**config.mk**
```make
export PLATFORM = sky130hd
export DESIGN_NAME = serial_packet_receiver
export DESIGN_NICKNAME = d
export VERILOG_FILES = /design/src/spr_pkg.sv /design/src/spr_front.sv /design/src/spr_queue.sv /design/src/spr_back.sv /design/src/serial_packet_receiver.sv
export SDC_FILE = /design/constraint.sdc
export NUM_CORES = 1
export LEC_CHECK = 0
export BUFFER_PORTS_ARGS = -buffer_cell sky130_fd_sc_hd__buf_2
export CAP_MARGIN = 20
export CORE_ASPECT_RATIO = 0.9
export CORE_MARGIN = 3
export CORE_UTILIZATION = 58
export CTS_CLUSTER_DIAMETER = 200
export DETAILED_ROUTE_END_ITERATION = 7
export PLACE_DENSITY = 0.77
export SLEW_MARGIN = 30
export SYNTH_ARGS = -nofsm -noshare
export SYNTH_HDL_FRONTEND = slang
export SYNTH_HIERARCHICAL = 1
export SYNTH_SLANG_ARGS = --single-unit
export TNS_END_PERCENT = 100
```
**constraint.sdc**
```tcl
create_clock -name clock -period 4.76 [get_ports clock]
set_clock_uncertainty 0.15 [all_clocks]
set_input_delay 0 -clock clock [delete_from_list [all_inputs] [get_ports clock]]
set_output_delay 0 -clock clock [all_outputs]
set_load 0.03 [all_outputs]
```
**src/spr_pkg.sv**
```systemverilog
// Shared types, codes and constants of the serial packet receiver.
`default_nettype none

package spr_pkg;

   // Port widths
   localparam int REQ_TDATA_W = 8;
   localparam int REQ_TUSER_W = 1;
   localparam int RSP_TDATA_W = 40;
   localparam int RSP_TUSER_W = 3;
   localparam int CSR_ADDR_W  = 2;
   localparam int CSR_DATA_W  = 8;

   // Default depth of the queue between parser and formatter
   localparam int QUEUE_DEPTH_DEFAULT = 2;

   // Configuration register indexes
   localparam logic [CSR_ADDR_W-1:0] CSR_START = 2'd0;
   localparam logic [CSR_ADDR_W-1:0] CSR_ACK   = 2'd1;
   localparam logic [CSR_ADDR_W-1:0] CSR_NAK   = 2'd2;

   // Configuration reset values
   localparam logic [7:0] START_RESET = 8'd92;
   localparam logic [7:0] ACK_RESET   = 8'd6;
   localparam logic [7:0] NAK_RESET   = 8'd21;

   // Input word kinds
   localparam logic ACT_BYTE    = 1'b0;
   localparam logic ACT_TIMEOUT = 1'b1;

   // First payload bytes that select a command kind
   localparam logic [7:0] CH_D     = 8'h44;
   localparam logic [7:0] CH_E     = 8'h45;
   localparam logic [7:0] CH_BANG  = 8'h21;
   localparam logic [7:0] CH_QUERY = 8'h3F;

   typedef enum logic [2:0] {
      PH_IDLE  = 3'd0,
      PH_TYPE  = 3'd1,
      PH_COUNT = 3'd2,
      PH_DATA  = 3'd3,
      PH_CKSUM = 3'd4
   } phase_type;

   typedef enum logic [2:0] {
      EV_DATA     = 3'd0,
      EV_ACK      = 3'd1,
      EV_NAK      = 3'd2,
      EV_ACCEPT   = 3'd3,
      EV_BAD_SUM  = 3'd4,
      EV_TIMEOUT  = 3'd5
   } event_type;

   typedef enum logic [2:0] {
      KIND_IMAGE    = 3'd0,
      KIND_END_SCAN = 3'd1,
      KIND_IDENTIFY = 3'd2,
      KIND_SCAN_ERR = 3'd3,
      KIND_OTHER    = 3'd4
   } kind_type;

   typedef enum logic [1:0] {
      REPLY_NONE = 2'd0,
      REPLY_ACK  = 2'd1,
      REPLY_NAK  = 2'd2,
      REPLY_ETX  = 2'd3
   } reply_type;

   // Classified event handed from parser to formatter
   typedef struct packed {
      event_type   ev;
      logic [7:0]  data;    // data byte, or first payload byte of an accepted frame
      logic [7:0]  second;  // second payload byte
      logic [15:0] len;     // payload bytes received
      logic        type7;   // command frame
      logic        type5;   // compressed
   } rec_type;

endpackage

`default_nettype wire

```
**src/spr_front.sv**
```systemverilog
// Frame parser: accepts link words, tracks frame state, emits classified events.
`default_nettype none

module spr_front (
   input  wire logic                                 clock,
   input  wire logic                                 reset,
   input  wire logic                                 csr_wr_en,
   input  wire logic [spr_pkg::CSR_ADDR_W-1:0]       csr_addr,
   input  wire logic [spr_pkg::CSR_DATA_W-1:0]       csr_wdata,
   input  wire logic                                 req_tvalid,
   output logic                                      req_tready,
   input  wire logic [spr_pkg::REQ_TDATA_W-1:0]      req_tdata,
   input  wire logic [spr_pkg::REQ_TUSER_W-1:0]      req_tuser,
   input  wire logic                                 queue_full,
   output logic                                      push_valid,
   output spr_pkg::rec_type                          push_rec
);

   spr_pkg::phase_type phase_ff, phase_in;
   logic        started_ff, started_in;
   logic [7:0]  start_ff, ack_ff, nak_ff;
   logic [7:0]  type_ff, type_in;
   logic [7:0]  sum_ff, sum_in;
   logic        seen_ff, seen_in;
   logic [15:0] remaining_ff, remaining_in;
   logic [15:0] rlen_ff, rlen_in;
   logic [7:0]  first_ff, first_in;
   logic [7:0]  second_ff, second_in;
   logic        accept;
   logic [7:0]  rx;
   logic [15:0] count_next;
   logic [7:0]  expect_sum;

   assign req_tready = !queue_full;
   assign accept     = req_tvalid && req_tready;
   assign rx         = req_tdata[7:0];
   assign count_next = {remaining_ff[7:0], rx};
   assign expect_sum = 8'd0 - sum_ff;

   // Configuration registers
   always_ff @(posedge clock) begin
      if (reset) begin
         start_ff <= spr_pkg::START_RESET;
         ack_ff   <= spr_pkg::ACK_RESET;
         nak_ff   <= spr_pkg::NAK_RESET;
      end else if (csr_wr_en) begin
         unique case (csr_addr)
            spr_pkg::CSR_START: start_ff <= csr_wdata;
            spr_pkg::CSR_ACK:   ack_ff   <= csr_wdata;
            spr_pkg::CSR_NAK:   nak_ff   <= csr_wdata;
            default: ;
         endcase
      end
   end

   // Hold control state
   always_ff @(posedge clock) begin
      if (reset) begin
         phase_ff   <= spr_pkg::PH_IDLE;
         started_ff <= 1'b0;
      end else begin
         phase_ff   <= phase_in;
         started_ff <= started_in;
      end
   end

   // Hold frame payload state
   always_ff @(posedge clock) begin
      type_ff      <= type_in;
      sum_ff       <= sum_in;
      seen_ff      <= seen_in;
      remaining_ff <= remaining_in;
      rlen_ff      <= rlen_in;
      first_ff     <= first_in;
      second_ff    <= second_in;
   end

   // Advance the parser and classify the word
   always_comb begin
      phase_in        = phase_ff;
      started_in      = started_ff;
      type_in         = type_ff;
      sum_in          = sum_ff;
      seen_in         = seen_ff;
      remaining_in    = remaining_ff;
      rlen_in         = rlen_ff;
      first_in        = first_ff;
      second_in       = second_ff;
      push_valid      = 1'b0;
      push_rec.ev     = spr_pkg::EV_DATA;
      push_rec.data   = rx;
      push_rec.second = second_ff;
      push_rec.len    = rlen_ff;
      push_rec.type7  = type_ff[7];
      push_rec.type5  = type_ff[5];

      if (accept) begin
         if (req_tuser[0] == spr_pkg::ACT_TIMEOUT) begin
            // Abort only once a count byte has been seen
            if (started_ff) begin
               phase_in    = spr_pkg::PH_IDLE;
               started_in  = 1'b0;
               push_valid  = 1'b1;
               push_rec.ev = spr_pkg::EV_TIMEOUT;
            end
         end else begin
            unique case (phase_ff)
               spr_pkg::PH_TYPE: begin
                  type_in      = rx;
                  sum_in       = rx;
                  seen_in      = 1'b0;
                  remaining_in = 16'd0;
                  phase_in     = spr_pkg::PH_COUNT;
               end
               spr_pkg::PH_COUNT: begin
                  sum_in       = sum_ff + rx;
                  remaining_in = count_next;
                  started_in   = 1'b1;
                  if (seen_ff) begin
                     rlen_in  = 16'd0;
                     phase_in = (count_next == 16'd0) ? spr_pkg::PH_CKSUM
                                                      : spr_pkg::PH_DATA;
                  end else begin
                     seen_in = 1'b1;
                  end
               end
               spr_pkg::PH_DATA: begin
                  if (rlen_ff == 16'd0) begin
                     first_in = rx;
                  end else if (rlen_ff == 16'd1) begin
                     second_in = rx;
                  end
                  rlen_in      = rlen_ff + 16'd1;
                  sum_in       = sum_ff + rx;
                  remaining_in = remaining_ff - 16'd1;
                  if (remaining_ff == 16'd1) begin
                     phase_in = spr_pkg::PH_CKSUM;
                  end
                  push_valid = 1'b1;
               end
               spr_pkg::PH_CKSUM: begin
                  phase_in   = spr_pkg::PH_IDLE;
                  started_in = 1'b0;
                  push_valid = 1'b1;
                  if (expect_sum != rx) begin
                     push_rec.ev = spr_pkg::EV_BAD_SUM;
                  end else begin
                     push_rec.ev   = spr_pkg::EV_ACCEPT;
                     push_rec.data = first_ff;
                  end
               end
               default: begin
                  // Idle: acknowledge tests come before the start test
                  phase_in = spr_pkg::PH_IDLE;
                  if (rx == ack_ff) begin
                     push_valid  = 1'b1;
                     push_rec.ev = spr_pkg::EV_ACK;
                  end else if (rx == nak_ff) begin
                     push_valid  = 1'b1;
                     push_rec.ev = spr_pkg::EV_NAK;
                  end else begin
                     sum_in = 8'd0;
                     if (rx == start_ff) begin
                        phase_in = spr_pkg::PH_TYPE;
                     end
                  end
               end
            endcase
         end
      end
   end

endmodule

`default_nettype wire

```
**src/spr_queue.sv**
```systemverilog
// Short event queue between parser and result formatter.
`default_nettype none

module spr_queue #(
   parameter int DEPTH = spr_pkg::QUEUE_DEPTH_DEFAULT
) (
   input  wire logic             clock,
   input  wire logic             reset,
   input  wire logic             push_valid,
   input  spr_pkg::rec_type      push_rec,
   output logic                  full,
   input  wire logic             pop,
   output spr_pkg::rec_type      head_rec,
   output logic                  empty
);

   localparam int PTR_W = (DEPTH > 1) ? $clog2(DEPTH) : 1;
   localparam int CNT_W = $clog2(DEPTH + 1);

   spr_pkg::rec_type   entries_ff [DEPTH];
   logic [PTR_W-1:0]   wr_ptr_ff, wr_ptr_in;
   logic [PTR_W-1:0]   rd_ptr_ff, rd_ptr_in;
   logic [CNT_W-1:0]   count_ff, count_in;
   logic               do_push;

   assign full     = (count_ff == CNT_W'(DEPTH));
   assign empty    = (count_ff == '0);
   assign do_push  = push_valid && !full;
   assign head_rec = entries_ff[rd_ptr_ff];

   // Store pushed events
   always_ff @(posedge clock) begin
      if (do_push) begin
         entries_ff[wr_ptr_ff] <= push_rec;
      end
   end

   // Advance pointers and fill count
   always_comb begin
      wr_ptr_in = wr_ptr_ff;
      rd_ptr_in = rd_ptr_ff;
      count_in  = count_ff;
      if (do_push) begin
         wr_ptr_in = (wr_ptr_ff == PTR_W'(DEPTH - 1)) ? '0 : wr_ptr_ff + 1'b1;
      end
      if (pop) begin
         rd_ptr_in = (rd_ptr_ff == PTR_W'(DEPTH - 1)) ? '0 : rd_ptr_ff + 1'b1;
      end
      if (do_push && !pop) begin
         count_in = count_ff + 1'b1;
      end else if (pop && !do_push) begin
         count_in = count_ff - 1'b1;
      end
   end

   always_ff @(posedge clock) begin
      if (reset) begin
         wr_ptr_ff <= '0;
         rd_ptr_ff <= '0;
         count_ff  <= '0;
      end else begin
         wr_ptr_ff <= wr_ptr_in;
         rd_ptr_ff <= rd_ptr_in;
         count_ff  <= count_in;
      end
   end

endmodule

`default_nettype wire

```
**src/spr_back.sv**
```systemverilog
// Result formatter: decodes frame kind, commit length and reply into the output register.
`default_nettype none

module spr_back (
   input  wire logic                              clock,
   input  wire logic                              reset,
   input  spr_pkg::rec_type                       head_rec,
   input  wire logic                              empty,
   output logic                                   pop,
   output logic                                   rsp_tvalid,
   input  wire logic                              rsp_tready,
   output logic [spr_pkg::RSP_TDATA_W-1:0]        rsp_tdata,
   output logic [spr_pkg::RSP_TUSER_W-1:0]        rsp_tuser
);

   logic                              valid_ff, valid_in;
   logic [spr_pkg::RSP_TDATA_W-1:0]   tdata_ff, tdata_in;
   logic [spr_pkg::RSP_TUSER_W-1:0]   tuser_ff, tuser_in;
   logic                              load;
   spr_pkg::kind_type                 kind;
   spr_pkg::kind_type                 kind_res;
   spr_pkg::reply_type                reply;
   logic [7:0]                        data_byte;
   logic                              comp;
   logic [15:0]                       commit_len;
   logic [7:0]                        err_code;
   logic                              is_accept;

   assign load       = !empty && (!valid_ff || rsp_tready);
   assign pop        = load;
   assign is_accept  = (head_rec.ev == spr_pkg::EV_ACCEPT);
   assign rsp_tvalid = valid_ff;
   assign rsp_tdata  = tdata_ff;
   assign rsp_tuser  = tuser_ff;

   // Decode the frame kind from the type byte and first payload byte
   always_comb begin
      if (!head_rec.type7) begin
         kind = spr_pkg::KIND_IMAGE;
      end else if (head_rec.len == 16'd0) begin
         kind = spr_pkg::KIND_OTHER;
      end else begin
         unique case (head_rec.data)
            spr_pkg::CH_D:     kind = spr_pkg::KIND_IMAGE;
            spr_pkg::CH_E:     kind = spr_pkg::KIND_END_SCAN;
            spr_pkg::CH_BANG:  kind = spr_pkg::KIND_IDENTIFY;
            spr_pkg::CH_QUERY: kind = spr_pkg::KIND_SCAN_ERR;
            default:           kind = spr_pkg::KIND_OTHER;
         endcase
      end
   end

   // Build the result fields; frame-end fields stay zero for other events
   always_comb begin
      data_byte  = 8'd0;
      kind_res   = spr_pkg::KIND_IMAGE;
      comp       = 1'b0;
      commit_len = 16'd0;
      err_code   = 8'd0;
      reply      = spr_pkg::REPLY_NONE;
      unique case (head_rec.ev)
         spr_pkg::EV_DATA: begin
            data_byte = head_rec.data;
         end
         spr_pkg::EV_BAD_SUM, spr_pkg::EV_TIMEOUT: begin
            reply = spr_pkg::REPLY_NAK;
         end
         default: ;
      endcase
      if (is_accept) begin
         kind_res   = kind;
         comp       = head_rec.type5;
         commit_len = head_rec.len;
         if (kind == spr_pkg::KIND_IMAGE && !head_rec.type5) begin
            commit_len = {head_rec.len[15:2], 2'b00};
         end
         if (kind == spr_pkg::KIND_SCAN_ERR && head_rec.len >= 16'd2) begin
            err_code = head_rec.second;
         end
         if (kind == spr_pkg::KIND_END_SCAN || kind == spr_pkg::KIND_SCAN_ERR) begin
            reply = spr_pkg::REPLY_ETX;
         end else begin
            reply = spr_pkg::REPLY_ACK;
         end
      end
   end

   // Load the output register when it is free or being drained
   always_comb begin
      valid_in = valid_ff;
      tdata_in = tdata_ff;
      tuser_in = tuser_ff;
      if (load) begin
         valid_in = 1'b1;
         tdata_in = {2'b00, reply, err_code, commit_len, comp, kind_res, data_byte};
         tuser_in = head_rec.ev;
      end else if (rsp_tready) begin
         valid_in = 1'b0;
      end
   end

   always_ff @(posedge clock) begin
      if (reset) begin
         valid_ff <= 1'b0;
      end else begin
         valid_ff <= valid_in;
      end
   end

   always_ff @(posedge clock) begin
      tdata_ff <= tdata_in;
      tuser_ff <= tuser_in;
   end

endmodule

`default_nettype wire

```
**src/serial_packet_receiver.sv**
```systemverilog
// Top level of the serial packet receiver: parser, event queue and formatter.
// Each result passes through the event queue, then the output register, onto rsp.
// Throughput: one word per clock unless the queue is full; each steps the parser.
// req_tready drops only when the event queue is full; the output register drains it.
// Reset (synchronous): parser returns to idle, queue and output empty, start/ack/nak
// bytes return to 92, 6 and 21.
`default_nettype none

module serial_packet_receiver #(
   parameter int QUEUE_DEPTH = spr_pkg::QUEUE_DEPTH_DEFAULT
) (
   input  wire logic                              clock,
   input  wire logic                              reset,
   input  wire logic                              csr_wr_en,
   input  wire logic [spr_pkg::CSR_ADDR_W-1:0]    csr_addr,
   input  wire logic [spr_pkg::CSR_DATA_W-1:0]    csr_wdata,
   input  wire logic                              req_tvalid,
   output logic                                   req_tready,
   input  wire logic [spr_pkg::REQ_TDATA_W-1:0]   req_tdata,  // [7:0] rx_byte
   input  wire logic [spr_pkg::REQ_TUSER_W-1:0]   req_tuser,  // [0] action
   output logic                                   rsp_tvalid,
   input  wire logic                              rsp_tready,
   // [7:0] data_byte, [10:8] packet_kind, [11] compressed, [27:12] commit_length,
   // [35:28] error_code, [37:36] reply, [39:38] zero
   output logic [spr_pkg::RSP_TDATA_W-1:0]        rsp_tdata,
   output logic [spr_pkg::RSP_TUSER_W-1:0]        rsp_tuser   // [2:0] event_res
);

   logic             queue_full;
   logic             queue_empty;
   logic             push_valid;
   logic             pop;
   spr_pkg::rec_type push_rec;
   spr_pkg::rec_type head_rec;

   spr_front u_front (
      .clock      (clock),
      .reset      (reset),
      .csr_wr_en  (csr_wr_en),
      .csr_addr   (csr_addr),
      .csr_wdata  (csr_wdata),
      .req_tvalid (req_tvalid),
      .req_tready (req_tready),
      .req_tdata  (req_tdata),
      .req_tuser  (req_tuser),
      .queue_full (queue_full),
      .push_valid (push_valid),
      .push_rec   (push_rec)
   );

   spr_queue #(
      .DEPTH (QUEUE_DEPTH)
   ) u_queue (
      .clock      (clock),
      .reset      (reset),
      .push_valid (push_valid),
      .push_rec   (push_rec),
      .full       (queue_full),
      .pop        (pop),
      .head_rec   (head_rec),
      .empty      (queue_empty)
   );

   spr_back u_back (
      .clock      (clock),
      .reset      (reset),
      .head_rec   (head_rec),
      .empty      (queue_empty),
      .pop        (pop),
      .rsp_tvalid (rsp_tvalid),
      .rsp_tready (rsp_tready),
      .rsp_tdata  (rsp_tdata),
      .rsp_tuser  (rsp_tuser)
   );

endmodule

`default_nettype wire

```
# --- Yosys cells after proc, flatten, opt, wreduce, memory -nomap -nowiden ---
# Memory sizes are Yosys's and may differ from the RTL's. A register that Yosys moved wholly into a read port is not among the register bits.
# Index checks and enable logic that the tools add are counted.
word_totals:
  register_bits: 139
  latchBits: 0
  ram_bits: 74
  rom_bits: 0
  input_bits: 24
  output_inout_bits: 45
  elab_cells: 161
  memories: 1
mem_list:
  columns: ["memory", "depth", "width", "rd", "rd_ports_with_merged_regs", "write_ports", "line", "text"]
  rows:
  - ["u_queue.entries_ff", 2, 37, 1, 1, 1, "spr_queue.sv:20", "spr_pkg::rec_type entries_ff [DEPTH];"]
classes:
  addsub: 8
  multipliers: 0
  div: 0
  order_cmp: 1
  n_eq_ne: 28
  shift: 0
  mux: 50
  bitwise: 4
  reduce_logical: 47
op_table:
  columns: ["op", "n"]
  rows:
  - ["$logic_not A16 Y1", 3]
  - ["$pmux W16 S3", 1]
  - ["$mux W8", 5]
  - ["$mux W3", 12]
  - ["$eq A16 B1 Y1 const B", 2]
  - ["$pmux W16 S2", 1]
  - ["$eq A8 B8 Y1", 3]
  - ["$pmux W3 S4", 2]
  - ["$pmux W8 S3", 1]
  - ["$add A16 B1 Y16 const B", 1]
  - ["$eq A8 B6 Y1 const B", 2]
  - ["$eq A8 B7 Y1 const B", 2]
  - ["$ge A16 B2 Y1 const B", 1]
  - ["$mux W1", 16]
  - ["$mux W16", 1]
  - ["$sub A16 B1 Y16 const B", 1]
  - ["$eq A3 B2 Y1 const B", 4]
  - ["$mux W2", 6]
  - ["$reduce_and A4 Y1", 3]
  - ["$mux W11", 1]
  - ["$reduce_and A2 Y1", 5]
  - ["$reduce_and A5 Y1", 2]
  - ["$reduce_or A2 Y1", 5]
  - ["$eq A3 B3 Y1 const B", 3]
  - ["24 further kinds", 55]

# --- Depth between registers and ports, before layout ---
# Gate-level depths: netlist of the first run.
logic_depth:
  ltp_word: 11
  mapped_depth: 13
  mapped_depth_nobuf: 12

# --- Cells and area by module ---
# The synthesis of the first run kept the hierarchy.
by_module_without_submodules:
  columns: ["mod", "instances", "cells_per_inst", "area_each_um2", "seq_area_each_um2"]
  rows:
  - ["spr_front", 1, 499, 5048.6, 2332.2]
  - ["spr_queue", 1, 140, 2882.8, 2322.2]
  - ["spr_back", 1, 115, 1744.2, 1251.2]

# --- Worst setup path before layout of the first run ---
# No wires, ideal clock.
synth_path:
  path_type: "register -> register"
  from: "register u_back.valid_ff (netlist: u_back/rsp_tvalid)"
  to: "register u_queue.count_ff[1]"
  setup_time_ns: 0.070
  arrival_time_ns: 3.461
  required_time_ns: 4.540
  path_slack_ns: 1.079
  path_stages_with_launch: 7
  n_path_buf: 0
  synth_period_minus_slack_ns: 3.681
  path_cell_list: "dfxtp_1 -> nand2b_1 -> nor2b_1 -> inv_1 -> ha_1 -> or3_1 -> a21oi_1"
synth_between:
  elab_chain_cells: 6
  word_cells_on_any_way: 8
  cone_classes: "mux: 1; reduce/logical: 7"
synth_rtl:
  columns: ["element", "line", "text"]
  rows:
  - ["from (decl)", "spr_back.sv:16", "logic valid_ff, valid_in;"]
  - ["from (signal assigned)", "spr_back.sv:106", "valid_ff <= valid_in;"]
  - ["$logic_not A1 Y1 (*)", "spr_back.sv:29", "assign load = !empty && (!valid_ff || rsp_tready);"]
  - ["$logic_or A1 B1 Y1 (*)", "spr_back.sv:29", null]
  - ["$logic_and A1 B1 Y1 (*)", "spr_back.sv:29", null]
  - ["named net pop", "serial_packet_receiver.sv:32", "logic pop;"]
  - ["$logic_not A1 Y1", "spr_queue.sv:49", "if (do_push && !pop) begin"]
  - ["$logic_and A1 B1 Y1", "spr_queue.sv:49", null]
  - ["$mux W2 / $reduce_bool A2 Y1 (equally long branches)", null, null]
  - ["to (signal assigned)", "spr_queue.sv:64", "count_ff <= count_in;"]
  - ["to (decl)", "spr_queue.sv:23", "logic [CNT_W-1:0] count_ff, count_in;"]
# Mark *: on every way through the listed nets, which the timed path passes. The rest lies on a longest branch.
# A chain may end at the register's enable or synchronous reset.

# --- Worst setup path after layout of the first run ---
layout_path:
  from: "input req_tdata[7] in the netlist's numbering"
  to: "memory u_queue/entries_ff[0][5] in the netlist's numbering, enable pin"
layout_between:
  elab_chain_cells: 9
  word_cells_on_any_way: 10
  cone_classes: "eq/ne: 2; mux: 7; reduce/logical: 1"
layout_rtl:
  columns: ["element", "line", "text"]
  rows:
  - ["from (decl)", "serial_packet_receiver.sv:19", "input wire logic [spr_pkg::REQ_TDATA_W-1:0] req_tdata,"]
  - ["$eq A8 B8 Y1", "spr_front.sv:158", "end else if (rx == nak_ff) begin"]
  - ["$mux W1", "spr_front.sv:158", null]
  - ["$mux W1 (*)", "spr_front.sv:155", "if (rx == ack_ff) begin"]
  - ["$pmux W1 S2 (*)", "spr_front.sv:107", "unique case (phase_ff)"]
  - ["$mux W1 (*)", "spr_front.sv:98", "if (req_tuser[0] == spr_pkg::ACT_TIMEOUT) begin"]
  - ["$mux W1 (*)", "spr_front.sv:97", "if (accept) begin"]
  - ["named net push_valid", "serial_packet_receiver.sv:31", "logic push_valid;"]
  - ["$logic_and A1 B1 Y1 (*)", "spr_queue.sv:28", "assign do_push = push_valid && !full;"]
  - ["$mux W1 (*)", "spr_queue.sv:33", "if (do_push) begin"]
  - ["$mux W1 (not written as such) (*)", "spr_queue.sv:34", "entries_ff[wr_ptr_ff] <= push_rec;"]
  - ["to (decl)", "spr_queue.sv:20", null]
# Marks and branches as above.

==> results.txt, run 1 <==
The total half-perimeter wirelength after legalization and detailed placement is 13,400 µm. The final layout contains between 800 and 900 nets. The signal on the critical path passes through dlygate4sd3_1 -> buf_2 -> xor2_1 -> nor4_1 -> nand2_1 -> o21ai_0 -> o21ai_0 -> a21oi_1 -> inv_1 -> or3_1 -> inv_1 -> buf_4. The worst-case setup slack after placement came out at 1.70 ns. The hold violation total from the final report came out at 0. The average size of a mapped cell is 12.8 µm². In this run, placement finished with an instance count of between 1,000 and 1,500. Synthesis produced a netlist whose cell count is ~750. The routability-driven placement congestion ratio is 0.890.

The number of antenna violations at the first check in global routing is 0. The worst setup path is captured at a register. The largest net degree at the start of global routing is between 40 and 50. The cell area after synthesis came out at approximately 9700 µm². The first-pass detailed-route iteration total came out at 5. The share of post-route cells with drive strength above 1 is 0.200. The relative max-transition margin came out at 0.474.

The static leakage came out at slightly above 4 nW. The starting density of the core is 0.596. The cell with the largest stage delay on the worst path is sky130_fd_sc_hd__dlygate4sd3_1.

The clock net in this run drives a total of around 210 sinks. The largest total area in the synthesized netlist belongs to sky130_fd_sc_hd__edfxtp_1. The number of pins with negative max-slew slack in the final report came out at 0.

The later pin in the worst-skew pair is clocked with a latency of 0.50 ns. At the pin with the least slew margin, the transition time is between 0.7 and 0.8 ns. The share of flip-flops with an asynchronous set or reset came out at 0. The overall die height came out at around 130 µm. After layout, the design draws a total of 5.13 mW. The leftover overflow at the end of global routing is 0. The slack of the critical path came out at 1.71 ns.

The total wire length after detailed routing is just over 20,000 µm. The type of the most critical hold path is input port to register. By startpoint and endpoint, the worst setup path is classified as input port to register. The final routed wire length divided by cell count came out at roughly 19 µm. The total die area is around 18,000 µm². Setup repair after global routing left no endpoint under its margin. The final hold slack is roughly 0.12 ns. The endpoint required time on the critical path is approximately 4.7 ns.

The part of the cycle the worst path needs came out at 0.641. Clock-pin slew was measured on the worst setup and hold paths at ~0.06 ns. The max capacitance violation total came out at 0. Input and output buffers added on the ports amount to 66.

The maximum resistive drop on vdd came out at 341 µV. The detailed-route vias per instance is approximately 6. The number of global-route vias before repair came to 6,136. At the worst endpoint, the arrival time is between 3 and 4 ns. The largest fanout on the critical path is 37. The final instance area came out at approximately 11,000 µm². The worst stage delay on the critical path is about 0.53 ns. The post-placement cell area is ~10,000 µm². Clock tree synthesis selected as its root buffer the cell sky130_fd_sc_hd__clkbuf_16. Relative to the synthesized area, the layout overhead comes to 16.2%.

The count of flip-flops with a built-in enable after synthesis came out at roughly 170. The count of endpoints failing setup in the final report is 0. The finished layout holds 1,076 standard cells, fillers aside. After detailed routing, the number of remaining DRC violations is 0. The post-cts resize count came out at 0. Of the post-synthesis cell area, the dominant cell type holds 0.540. The final core area utilization came out at 0.692. TritonCTS created 22 clock buffers. The run finished with clean final reports. The number of H-tree levels came out at 1. The number of placement rows is 44. The placeable core area is about 16,000 µm².

For the final routed database, the setup TNS stands at 0 ns. The DRC marker count from the first detailed-route iteration is between 500 and 600. The wire length of the first global-routing pass came out at roughly 32,000 µm. The synthesis-stage register bit count came out at 208.

The total I/O pin count is just under 70. The cell area power density came out at between 400 and 500 nW/µm². The die is ~140 µm wide. The clock passes through at most 3 buffers. The critical path launch point type is an input port. For this run, the leading register cell type out of synthesis is sky130_fd_sc_hd__edfxtp_1. The netlist uses 65 different library cells. The smallest clock period supported by the final layout is computed as 3.05 ns. The remaining antenna violation count after routing is 0. The detailed router placed between 6,000 and 7,000 vias in this run.

The fill cell total of the finished layout is roughly 1,100. During synthesis, Yosys emitted a total of 6 warnings. By area the synthesized netlist is led by sky130_fd_sc_hd__edfxtp_1 54%, sky130_fd_sc_hd__dfxtp_1 7.0%, sky130_fd_sc_hd__mux2_2 4.3%.

The overall routing resource usage came out at 0.221. The number of antenna diodes in the final layout is 0. TritonCTS built the clock tree. The highest clock rate is around 330 MHz. The proportion of synthesized chip area in sequential cells is 0.610.
cell families (layout without fill, tap and decap cells):
logic type	after synthesis	after routing	synth area share
buf+inv	58	172	0.0300
compound gates	95	95	0.0719
fa+ha+maj	15	15	0.0202
flops	208	208	0.610
xor+xnor	65	65	0.0588
mux	59	59	0.0700
simple gates	253	253	0.138
other cells	1	2	0.000388
power breakdown:
part / total [mW] / leakage [nW] / switching (mW) / internal, mW
registers: 2.32 / 1.89 / 0.0926 / 2.23
clock network: 1.76 / 0.373 / 0.668 / 1.09
logic: 1.05 / 1.89 / 0.714 / 0.333
total: 5.13 / 4.15 / 1.47 / 3.65
placed cells by master (no fill, tap or decap), types with 3 or more instances in the layout:
master / count
sky130_fd_sc_hd__and3_1: 6
sky130_fd_sc_hd__a21oi_1: 16
sky130_fd_sc_hd__xor2_1: 40
sky130_fd_sc_hd__buf_2: 66
sky130_fd_sc_hd__o21ai_0: 23
sky130_fd_sc_hd__nand4_1: 8
sky130_fd_sc_hd__or4_4: 3
sky130_fd_sc_hd__nor2b_1: 11
sky130_fd_sc_hd__buf_4: 11
sky130_fd_sc_hd__dfxtp_1: 33
sky130_fd_sc_hd__o21a_1: 4
sky130_fd_sc_hd__ha_1: 14
sky130_fd_sc_hd__dlygate4sd3_1: 31
sky130_fd_sc_hd__mux2i_1: 14
sky130_fd_sc_hd__and3b_1: 3
sky130_fd_sc_hd__nor3_1: 21
sky130_fd_sc_hd__inv_1: 25
sky130_fd_sc_hd__nor2_1: 85
sky130_fd_sc_hd__clkbuf_16: 23
sky130_fd_sc_hd__mux2_2: 37
sky130_fd_sc_hd__or3_1: 5
sky130_fd_sc_hd__clkinv_2: 5
sky130_fd_sc_hd__a31oi_1: 5
sky130_fd_sc_hd__nand3_1: 10
sky130_fd_sc_hd__a211oi_1: 16
sky130_fd_sc_hd__clkinv_1: 4
sky130_fd_sc_hd__o211ai_1: 4
sky130_fd_sc_hd__nand2_1: 28
sky130_fd_sc_hd__xnor2_1: 25
sky130_fd_sc_hd__a211o_1: 10
sky130_fd_sc_hd__bufinv_16: 4
sky130_fd_sc_hd__edfxtp_1: 174
sky130_fd_sc_hd__and2_1: 34
sky130_fd_sc_hd__nor4_1: 15
sky130_fd_sc_hd__mux2_4: 8
critical path: cells and delay by family:
family | cells | cell delay [ns]
and+or+nand+nor | 3 | 0.91
buffers and inverters | 5 | 1.48
AOI/OAI and AO/OA | 3 | 0.48
xor gates and xnor gates | 1 | 0.12
repair_timing:
item,4_1_cts,5_1_grt
hold buffers,31,0
hold endpoints to repair,83,0
buffers inserted,0,0
Yosys cell counts (12+ instances only):
cell type                  number
sky130_fd_sc_hd__mux2_2        37
sky130_fd_sc_hd__nor4_1        15
sky130_fd_sc_hd__nor3_1        22
sky130_fd_sc_hd__nor2b_1       12
sky130_fd_sc_hd__inv_1         25
sky130_fd_sc_hd__o21ai_0       23
sky130_fd_sc_hd__nor2_1        85
sky130_fd_sc_hd__mux2i_1       14
sky130_fd_sc_hd__a211oi_1      16
sky130_fd_sc_hd__nand2_1       28
sky130_fd_sc_hd__xnor2_1       25
sky130_fd_sc_hd__a21oi_1       16
sky130_fd_sc_hd__dfxtp_1       34
sky130_fd_sc_hd__clkbuf_1      15
sky130_fd_sc_hd__ha_1          14
sky130_fd_sc_hd__edfxtp_1     174
sky130_fd_sc_hd__and2_1        34
sky130_fd_sc_hd__xor2_1        40
sequential cells by signal, indices dropped and copies added, names as in the netlist, named ones only:
register and flops:
u_queue/entries_ff 74, u_back/rsp_tdata 38, u_front/remaining_ff 16, u_front/rlen_ff 16, u_front/ack_ff 8, u_front/first_ff 8
u_front/nak_ff 8, u_front/second_ff 8, u_front/start_ff 8, u_front/sum_ff 8, u_back/rsp_tuser 3, u_front/phase_ff 3
u_front/type_ff 2, u_queue/count_ff 2, u_back/rsp_tvalid 1, u_front/seen_ff 1, u_front/started_ff 1, u_queue/rd_ptr_ff 1
u_queue/wr_ptr_ff 1
path summary, 6_finish.rpt:
kind	startpoint	endpoint	slack, ns	cells after the start
worst max-delay path	req_tdata[7]	u_queue/entries_ff[0][5]	1.71	12
worst min-delay path	csr_addr[1]	u_front/ack_ff[2]	0.12	3
worst max register to register	u_front/ack_ff[2]	u_queue/entries_ff[0][5]	1.75	10
worst min register to register	u_front/second_ff[7]	u_queue/entries_ff[1][25]	0.30	0
layout make-up:
class | instances | area, µm² | share of cell area
Sequential cell | 208 | 5910 | 0.526
Multi-Input combinational cell | 489 | 3500 | 0.312
Timing Repair Buffer | 108 | 723 | 0.0643
Clock buffer | 25 | 583 | 0.0519
Tap cell | 207 | 259 | 0.0230
Clock inverter | 14 | 169 | 0.0150
Inverter | 25 | 93.8 | 0.00835
routing by layer:
metal,vias up,wire length (µm),track usage
met4,0,444,0.0593
met2,236,9790,0.362
met3,40,1150,0.0327
met5,-,0,0
met1,3043,9070,0.312
li1,2958,-,-
(Power assumes the default switching activity.)
==> inputs of run 2 (changes only) <==
--- a/config.mk
+++ b/config.mk
@@ -5,6 +5,7 @@
 export SDC_FILE = /design/constraint.sdc
 export NUM_CORES = 1
 export LEC_CHECK = 0
+export ABC_AREA = 1
 export BUFFER_PORTS_ARGS = -buffer_cell sky130_fd_sc_hd__buf_2
 export CAP_MARGIN = 20
 export CORE_ASPECT_RATIO = 0.9
==> constraint.sdc (replaced) <==
create_clock -name clock -period 2.85 [get_ports clock]
set_clock_uncertainty 0.15 [all_clocks]
set_input_delay 0 -clock clock [delete_from_list [all_inputs] [get_ports clock]]
set_output_delay 0 -clock clock [all_outputs]
set_load 0.03 [all_outputs]
==> results.txt, run 2 <==
Status: finished clean (unchanged). The CTS root buffer is sky130_fd_sc_hd__clkbuf_16 (unchanged). The worst stage delay on the critical path came out at 0.49 ns (was 0.53 ns). The maximum resistive drop on vdd is 496 µV (was 341 µV). The count of input and output buffers came out at 66 (unchanged). The remaining antenna violation count after routing is 0 (unchanged). The number of antenna violations at the first check in global routing came out at 0 (unchanged). The clock-pin transition on the worst setup and hold timing paths is 0.06 ns (about the same). The net count of the finished layout is 1,135 (was 893).

The count of endpoints failing setup in the final report is 0 (unchanged). RSZ-0062 raised after global routing: false (unchanged). The slack of the worst reg-to-reg path is 0.33 ns (was 1.75 ns). The most common library cell in the layout ignoring fill and taps was sky130_fd_sc_hd__nand2_1 (was sky130_fd_sc_hd__edfxtp_1). Most frequent cells in the layout: 178 x sky130_fd_sc_hd__nand2_1, 174 x sky130_fd_sc_hd__edfxtp_1, 133 x sky130_fd_sc_hd__nor2_1 (was 174 x sky130_fd_sc_hd__edfxtp_1, 85 x sky130_fd_sc_hd__nor2_1, 66 x sky130_fd_sc_hd__buf_2). The cell with the largest stage delay on the worst path is sky130_fd_sc_hd__dfxtp_1 (was sky130_fd_sc_hd__dlygate4sd3_1).

The DRC marker count from the first detailed-route iteration is 596 (was 510). The total of warnings raised by yosys is 6 (unchanged). Most instantiated cells after synthesis: 178 x sky130_fd_sc_hd__nand2_1, 174 x sky130_fd_sc_hd__edfxtp_1, 135 x sky130_fd_sc_hd__nor2_1 (was 174 x sky130_fd_sc_hd__edfxtp_1, 85 x sky130_fd_sc_hd__nor2_1, 40 x sky130_fd_sc_hd__xor2_1). The most numerous cell in the Yosys netlist was sky130_fd_sc_hd__nand2_1 (was sky130_fd_sc_hd__edfxtp_1).

The total clock buffers created by CTS came out at 22 (unchanged). The clock sink total is 208 (unchanged). The endpoint required time on the critical path is 3.15 ns (was 4.74 ns). The worst-case setup slack after placement is 0.394 ns (was 1.70 ns). The cell count after synthesis came out at 985 (was 754). The routability-driven placement congestion ratio came out at 0.928 (was 0.890). The most used routing layer is met2 (unchanged). The overall routing resource usage came to 0.204 (was 0.221). The number of buffer and inverter stages on the critical path came out at 5 (unchanged). The CTS tree is built (unchanged). The deepest clock path buffer count is 3 (unchanged). The final hold slack came to 0.141 ns (was 0.118 ns). Cell Chain, Critical Path: nand2_2 -> nor2_4 -> inv_2 -> nand2_1 -> inv_1 -> o21ai_1 -> a21oi_1 -> o21ai_2 -> inv_1 -> ha_1 -> inv_1 -> nand3_1 -> nand2_1 -> inv_1 -> nor2_1 (was dlygate4sd3_1 -> buf_2 -> xor2_1 -> nor4_1 -> nand2_1 -> o21ai_0 -> o21ai_0 -> a21oi_1 -> inv_1 -> or3_1 -> inv_1 -> buf_4). The share of flip-flops with an asynchronous set or reset is 0 (unchanged). The clock insertion delay at the later pin of the skew report came out at 0.51 ns (was 0.50 ns). Synth top area cells: sky130_fd_sc_hd__edfxtp_1 52%, sky130_fd_sc_hd__dfxtp_1 6.7%, sky130_fd_sc_hd__nand2_1 6.6% (was sky130_fd_sc_hd__edfxtp_1 54%, sky130_fd_sc_hd__dfxtp_1 7.0%, sky130_fd_sc_hd__mux2_2 4.3%). The layout overhead on the synthesized area is 15.6% (was 16.2%). The static leakage was 4.92 nW (was 4.15 nW). The fraction of met3 tracks used by global routing is 0.0331 (was 0.0327). The count of vias placed by the detailed router is 7,018 (was 6,277). The share of the synthesized area in the top cell type is 0.518 (was 0.540).

The placed cell count is 1,275 (was 1,006). The type of the most critical hold path is input port to register (unchanged). The part of the cycle the worst path needs is 0.886. The number of distinct library cells after synthesis is 50 (was 65). The critical path launch point type is a register (was input port). The number of H-tree levels is 1 (unchanged).

The cell area power density was 733 nW/µm² (was 456 nW/µm²). The transition at the pin with the smallest max-transition slack came to 0.693 ns (was 0.786 ns). The non-filler instance count after layout was 1,347 (was 1,076).

The post-cts resize count is 0 (unchanged). The total die area is 19,000 µm² (was 18,300 µm²). The category of cells accounting for the largest share of critical-path delay is simple AND/OR/NAND/NOR gates (was buffers and inverters). The sequential cell area is 5910 µm² (unchanged). By instance count, the cell type seen most on the critical path is sky130_fd_sc_hd__inv_1. The proportion of synthesized chip area in sequential cells is 0.585 (was 0.610). The leftover overflow at the end of global routing is 0 (unchanged). The number of global-route vias before repair is 6,597 (was 6,136). The number of antenna diodes came to 0 (unchanged). The average size of a mapped cell came out at 10.2 µm² (was 12.8 µm²). The number of flip-flops in the largest register came out at 74 (unchanged).

The die width was 145 µm (was 142 µm). The class of the most critical setup path is register to register (was input port to register). The leading area contributor after synthesis is sky130_fd_sc_hd__edfxtp_1 (unchanged). The wire length of the first global-routing pass is 32,100 µm (was 31,900 µm). The area of combinational cells with multiple inputs came out at 3520 µm² (was 3500 µm²).

The fill cell total of the finished layout is 1,222 (was 1,088). The max capacitance violation total is 0 (unchanged). The final routed wire length divided by cell count is 14.7 µm (was 19.0 µm). The highest clock rate is slightly below 400 MHz.

The hold violation total from the final report came out at 0 (unchanged). The synthesis-stage register bit count is 208 (unchanged). The nature of the critical path endpoint is a register (unchanged). The detailed-route vias per instance came out at 5.21 (was 5.83). The post-CTS repair timing setup buffer count came out at 0 (unchanged).

The count of flip-flops with a built-in enable after synthesis came to 174 (unchanged). The starting density of the core came out at 0.596 (about the same). The met1 usage is 0.278 (was 0.312). The largest net degree at the start of global routing is 43 (was 44). The number of placement rows is 45 (was 44).

The overall die height is 131 µm (was 129 µm). The residual DRC count came out at 0 (unchanged). The slack of the critical path is 0.325 ns (was 1.71 ns).

The shortest clock period the worst path allows after layout came out at around 2.5 ns. The share of post-route cells with drive strength above 1 is 0.181 (was 0.200). The register ranked first by flip-flop count is u_queue/entries_ff (unchanged). The number of pins with negative max-slew slack in the final report was 0 (unchanged). The total I/O pin count is 69 (unchanged). The relative max-transition margin came out at 0.538 (was 0.474). The total wire length after detailed routing is 19,900 µm (was 20,400 µm).

The data arrival time of the critical path came out at 2.82 ns (was 3.03 ns). The global routing usage on met2 came out at 0.338 (was 0.362). The cell area after synthesis was 10,100 µm² (was 9680 µm²). The total half-perimeter wirelength after legalization and detailed placement came out at 13,500 µm (was 13,400 µm).

The flip-flop cell with the highest count after synthesis is sky130_fd_sc_hd__edfxtp_1 (unchanged). The first-pass detailed-route iteration total is 5 (unchanged). The placeable core area was 16,900 µm² (was 16,200 µm²).

The largest fanout on the critical path came out at 13 (was 37).
-- run 2: cell types whose count changed after synthesis, sizes merged, moves of 28 or more --
cell / change
xor2: -29
nand2: +152
inv: +110
nor2: +61
and2: -35
nand3: +50
a21oi: +28
o21ai: +30
-- run 2: routing by layer --
layer / vias up / routed length [µm]
met2: 257 / 9190
met3: 37 / 1240
met1: 3199 / 8930
met5: - / 0
li1: 3525 / -
met4: 0 / 493
-- run 2: worst register-to-register path: stages, from the launching register on --
cell and delay [ns]:
sky130_fd_sc_hd__dfxtp_1 0.49, sky130_fd_sc_hd__nand2_2 0.24, sky130_fd_sc_hd__nor2_4 0.26, sky130_fd_sc_hd__inv_2 0.16, sky130_fd_sc_hd__nand2_1 0.09, sky130_fd_sc_hd__inv_1 0.05
sky130_fd_sc_hd__o21ai_1 0.07, sky130_fd_sc_hd__a21oi_1 0.09, sky130_fd_sc_hd__o21ai_2 0.13, sky130_fd_sc_hd__inv_1 0.09, sky130_fd_sc_hd__ha_1 0.31, sky130_fd_sc_hd__inv_1 0.08
sky130_fd_sc_hd__nand3_1 0.08, sky130_fd_sc_hd__nand2_1 0.06, sky130_fd_sc_hd__inv_1 0.04, sky130_fd_sc_hd__nor2_1 0.08
-- run 2: stage by stage --
step	instance area [µm²]	setup TNS (ns)	total power [mW]	util
floorplan	10100	-40.16	5.60	-
global placement	10700	0	5.98	0.631
detailed placement	10700	0	6.02	0.631
CTS	11700	0	8.62	0.689
global route	11700	0	8.95	0.688
finish	11700	0	8.55	0.688
-- run 2: path summary, 6_finish.rpt --
path,from,end,depth (start not counted)
max,u_front/phase_ff[1],u_queue/count_ff[1],15
min,csr_wdata[2],u_front/start_ff[2],4
max reg2reg,u_front/phase_ff[1],u_queue/count_ff[1],15
min reg2reg,u_front/second_ff[6],u_queue/entries_ff[1][24],0
-- run 2: layout make-up --
| class | count | area share |
|---|---|---|
| clock buffer | 28 | 0.0500 |
| tap | 235 | 0.0252 |
| sequential | 208 | 0.506 |
| multi-input combinational | 619 | 0.302 |
| inverter | 136 | 0.0448 |
| clock inverter | 12 | 0.00601 |
| timing repair buffer | 109 | 0.0661 |
-- run 2: where the power goes --
group	switching, mW	leakage, nW	internal (mW)	total [mW]
clock network	1.11	0.325	1.45	2.56
logic	1.41	2.70	0.736	2.15
registers	0.112	1.90	3.73	3.85
-- run 2: repair_timing --
item	in CTS	in global routing
setup endpoints to repair	0	1
hold buffers	33	0
hold endpoints to repair	98	0
-- run 2: cells by family (layout without fill, tap and decap cells) --
group / after synthesis / after routing / share of synthesized area
flops: 208 / 208 / 0.585
simple gates: 424 / 424 / 0.191
mux: 37 / 37 / 0.0524
xor+xnor: 25 / 25 / 0.0217
other cells: 1 / 2 / 0.000372
fa+ha+maj: 15 / 15 / 0.0193
buf+inv: 159 / 285 / 0.0682
compound gates: 116 / 116 / 0.0617
==> inputs of run 3 (changes only) <==
--- a/config.mk
+++ b/config.mk
@@ -13,7 +13,7 @@
 export CORE_UTILIZATION = 58
 export CTS_CLUSTER_DIAMETER = 200
 export DETAILED_ROUTE_END_ITERATION = 7
-export PLACE_DENSITY = 0.77
+export PLACE_DENSITY_LB_ADDON = 0.2
 export SLEW_MARGIN = 30
 export SYNTH_ARGS = -nofsm -noshare
 export SYNTH_HDL_FRONTEND = slang
==> constraint.sdc (replaced) <==
create_clock -name clock -period 2.85 [get_ports clock]
set_clock_uncertainty 0.15 [all_clocks]
set_input_delay 0.4275 -clock clock [delete_from_list [all_inputs] [get_ports clock]]
set_output_delay 0.4275 -clock clock [all_outputs]
set_load 0.03 [all_outputs]
==> results.txt, run 3 (synthesized netlist as in run 2, its figures left out) <==
The remaining antenna violation count after routing came out at 0 (unchanged). The routability-driven placement congestion ratio came out at 0.903 (was 0.928). The slack of the worst reg-to-reg path came out at 0.40 ns (was 0.33 ns). The register ranked first by flip-flop count is u_queue/entries_ff (unchanged). The part of the power in combinational logic came to 0.239 (was 0.251). RSZ-0062 raised after global routing: false (unchanged). The start of the worst register-to-register path is u_front/phase_ff[0] (was u_front/phase_ff[1]). The launching element of the worst setup path is u_front/phase_ff[0] (was u_front/phase_ff[1]). The first-pass detailed-route iteration total is 6 (was 5). The post-CTS repair timing setup buffer count is 0 (unchanged). The hold violation total from the final report came out at 0 (unchanged). The count of endpoints failing setup in the final report came to 0 (unchanged). The maximum resistive drop on vdd is 604 µV (was 496 µV). The count of cells along the worst register-to-register path came out at 13 (was 15).

The residual DRC count came out at 0 (unchanged). The total I/O pin count is 69 (unchanged). The count of input and output buffers was 66 (unchanged). The total half-perimeter wirelength after legalization and detailed placement came out at 13,800 µm (was 13,500 µm). The internal power came out at 6.14 mW (was 5.92 mW).

The total clock buffers created by CTS is 22 (unchanged). The highest clock rate came out at 408 MHz (was 396 MHz). The number of global-route vias before repair was 6,470 (was 6,597). Status: finished clean (unchanged). The most common library cell in the layout ignoring fill and taps was sky130_fd_sc_hd__nand2_1 (unchanged). The layout overhead on the synthesized area is 13.7% (was 15.6%). The final hold slack is 0.0238 ns (was 0.141 ns). The clock-pin transition on the worst setup and hold timing paths came out at 0.06 ns (about the same). The count of vias placed by the detailed router was 6,975 (was 7,018). The part of the cycle the worst path needs came out at 0.860 (was 0.886). The overall die height was 131 µm (unchanged). The quantity of hold-fixing buffers added after cts came out at 0 (was 33). The net count of the finished layout came out at 1,109 (was 1,135). The starting density of the core came out at 0.596 (unchanged). The total die area came to 19,000 µm² (unchanged).

The final routed wire length divided by cell count is 15.0 µm (was 14.7 µm). The overall routing resource usage is 0.206 (was 0.204). The relative max-transition margin came out at 0.505 (was 0.538). The post-cts resize count came out at 0 (unchanged).

The largest fanout on the critical path came out at 7 (was 13). The DRC marker count from the first detailed-route iteration is 522 (was 596). The wire length of the first global-routing pass came out at 32,300 µm (was 32,100 µm).

The clock sink total was 208 (unchanged). The number of placement rows is 45 (unchanged). The deepest clock path buffer count was 3 (unchanged).

The detailed-route vias per instance is 5.28 (was 5.21). The class of the most critical setup path is register to register (unchanged). The placeable core area is 16,900 µm² (unchanged). The number of antenna violations at the first check in global routing is 0 (unchanged).

The share of post-route cells with drive strength above 1 is 0.192 (was 0.181). The type of the most critical hold path was input port to register (unchanged). The endpoint required time on the critical path is 3.15 ns (about the same). The portion of total power attributed to the clock network was 0.320 (was 0.300).

The cell area power density is 767 nW/µm² (was 733 nW/µm²). The CTS root buffer is sky130_fd_sc_hd__clkbuf_16 (unchanged). The sequential group share of total power came out at 0.441 (was 0.450). The number of pins with negative max-slew slack in the final report came out at 0 (unchanged). The transition at the pin with the smallest max-transition slack came to 0.741 ns (was 0.693 ns). The slack of the critical path came out at 0.399 ns (was 0.325 ns).

The critical path launch point type is a register (unchanged). The number of H-tree levels was 1 (unchanged). The total wire length after detailed routing is 19,900 µm (about the same). Most frequent cells in the layout: 178 x sky130_fd_sc_hd__nand2_1, 174 x sky130_fd_sc_hd__edfxtp_1, 133 x sky130_fd_sc_hd__nor2_1 (unchanged). The termination of the worst setup path is u_queue/count_ff[1] (unchanged). The nature of the critical path endpoint is a register (unchanged). The max capacitance violation total came to 0 (unchanged).

The leftover overflow at the end of global routing came out at 0 (unchanged). The static leakage came out at 4.84 nW (was 4.92 nW). The largest net degree at the start of global routing is 43 (unchanged). The switching power share of the total came out at 0.302 (was 0.308).

The worst-case setup slack after placement is 0.256 ns (was 0.394 ns). The clock insertion delay at the later pin of the skew report came out at 0.51 ns (about the same). The worst flop-to-flop path endpoint is u_queue/count_ff[1] (unchanged). The shortest clock period the worst path allows after layout is 2.45 ns (was 2.52 ns).

The switching power of the nets came out at 2.66 mW (was 2.63 mW). The die width is 145 µm (unchanged). The number of antenna diodes came out at 0 (unchanged). The number of flip-flops in the largest register came out at 74 (unchanged). The data arrival time of the critical path came to 2.75 ns (was 2.82 ns).

The CTS tree is built (unchanged).
## run 3: worst max-delay path: stages (launching register included)
cell and delay [ns]:
sky130_fd_sc_hd__dfxtp_1 0.42, sky130_fd_sc_hd__nor3_1 0.49, sky130_fd_sc_hd__nor2_1 0.14, sky130_fd_sc_hd__inv_1 0.11, sky130_fd_sc_hd__o21ai_1 0.08, sky130_fd_sc_hd__a21oi_1 0.16, sky130_fd_sc_hd__o21ai_2 0.13, sky130_fd_sc_hd__inv_1 0.10
sky130_fd_sc_hd__ha_1 0.26, sky130_fd_sc_hd__inv_1 0.08, sky130_fd_sc_hd__nand3_1 0.08, sky130_fd_sc_hd__nand2_1 0.06, sky130_fd_sc_hd__inv_1 0.04, sky130_fd_sc_hd__nor2_1 0.08
## run 3: how the worst min path moves through the flow
stage / startpoint / endpoint / cells after the start
floorplan: u_front/type_ff[5] / u_queue/entries_ff[0][0] / 0
global placement: u_front/type_ff[5] / u_queue/entries_ff[0][0] / 0
detailed placement: u_front/type_ff[5] / u_queue/entries_ff[1][0] / 0
CTS: csr_wdata[2] / u_front/nak_ff[2] / 3
global route: csr_wdata[2] / u_front/nak_ff[2] / 3
finish: csr_wdata[2] / u_front/nak_ff[2] / 3
## run 3: per-stage QoR
stage          utilization  power (mW)  instance area, µm²  cells  setup TNS, ns
6_report             0.677        8.80               11500   1321              0
5_1_grt              0.677        9.19               11500   1321              0
4_1_cts              0.677        8.88               11500   1321              0
3_5_place_dp         0.634        6.05               10700   1281              0
3_3_place_gp         0.634        6.01               10700   1281              0
2_1_floorplan            -        5.60               10100    986         -48.36
## run 3: final cells by class
type | count | area (µm²)
clock buffers | 30 | 611
clock inverters | 10 | 115
fillers | 1295 | 5470
inverters | 136 | 523
multi-input cells | 619 | 3530
flip-flops and latches | 208 | 5910
well taps | 235 | 294
repair buffers | 83 | 495
## run 3: power groups by stage
stage / clock network (mW) / registers, mW / logic, mW
floorplan: 0 / 4.40 / 1.20
global placement: 0 / 3.94 / 2.07
detailed placement: 0 / 3.95 / 2.10
CTS: 2.88 / 3.89 / 2.11
global route: 3.00 / 3.92 / 2.27
finish: 2.81 / 3.88 / 2.10
## run 3: layer usage
layer  GRT usage  wire length (µm)
met5           0                 0
met4      0.0775               698
met3      0.0314              1320
met2       0.331              9000
met1       0.288              8850
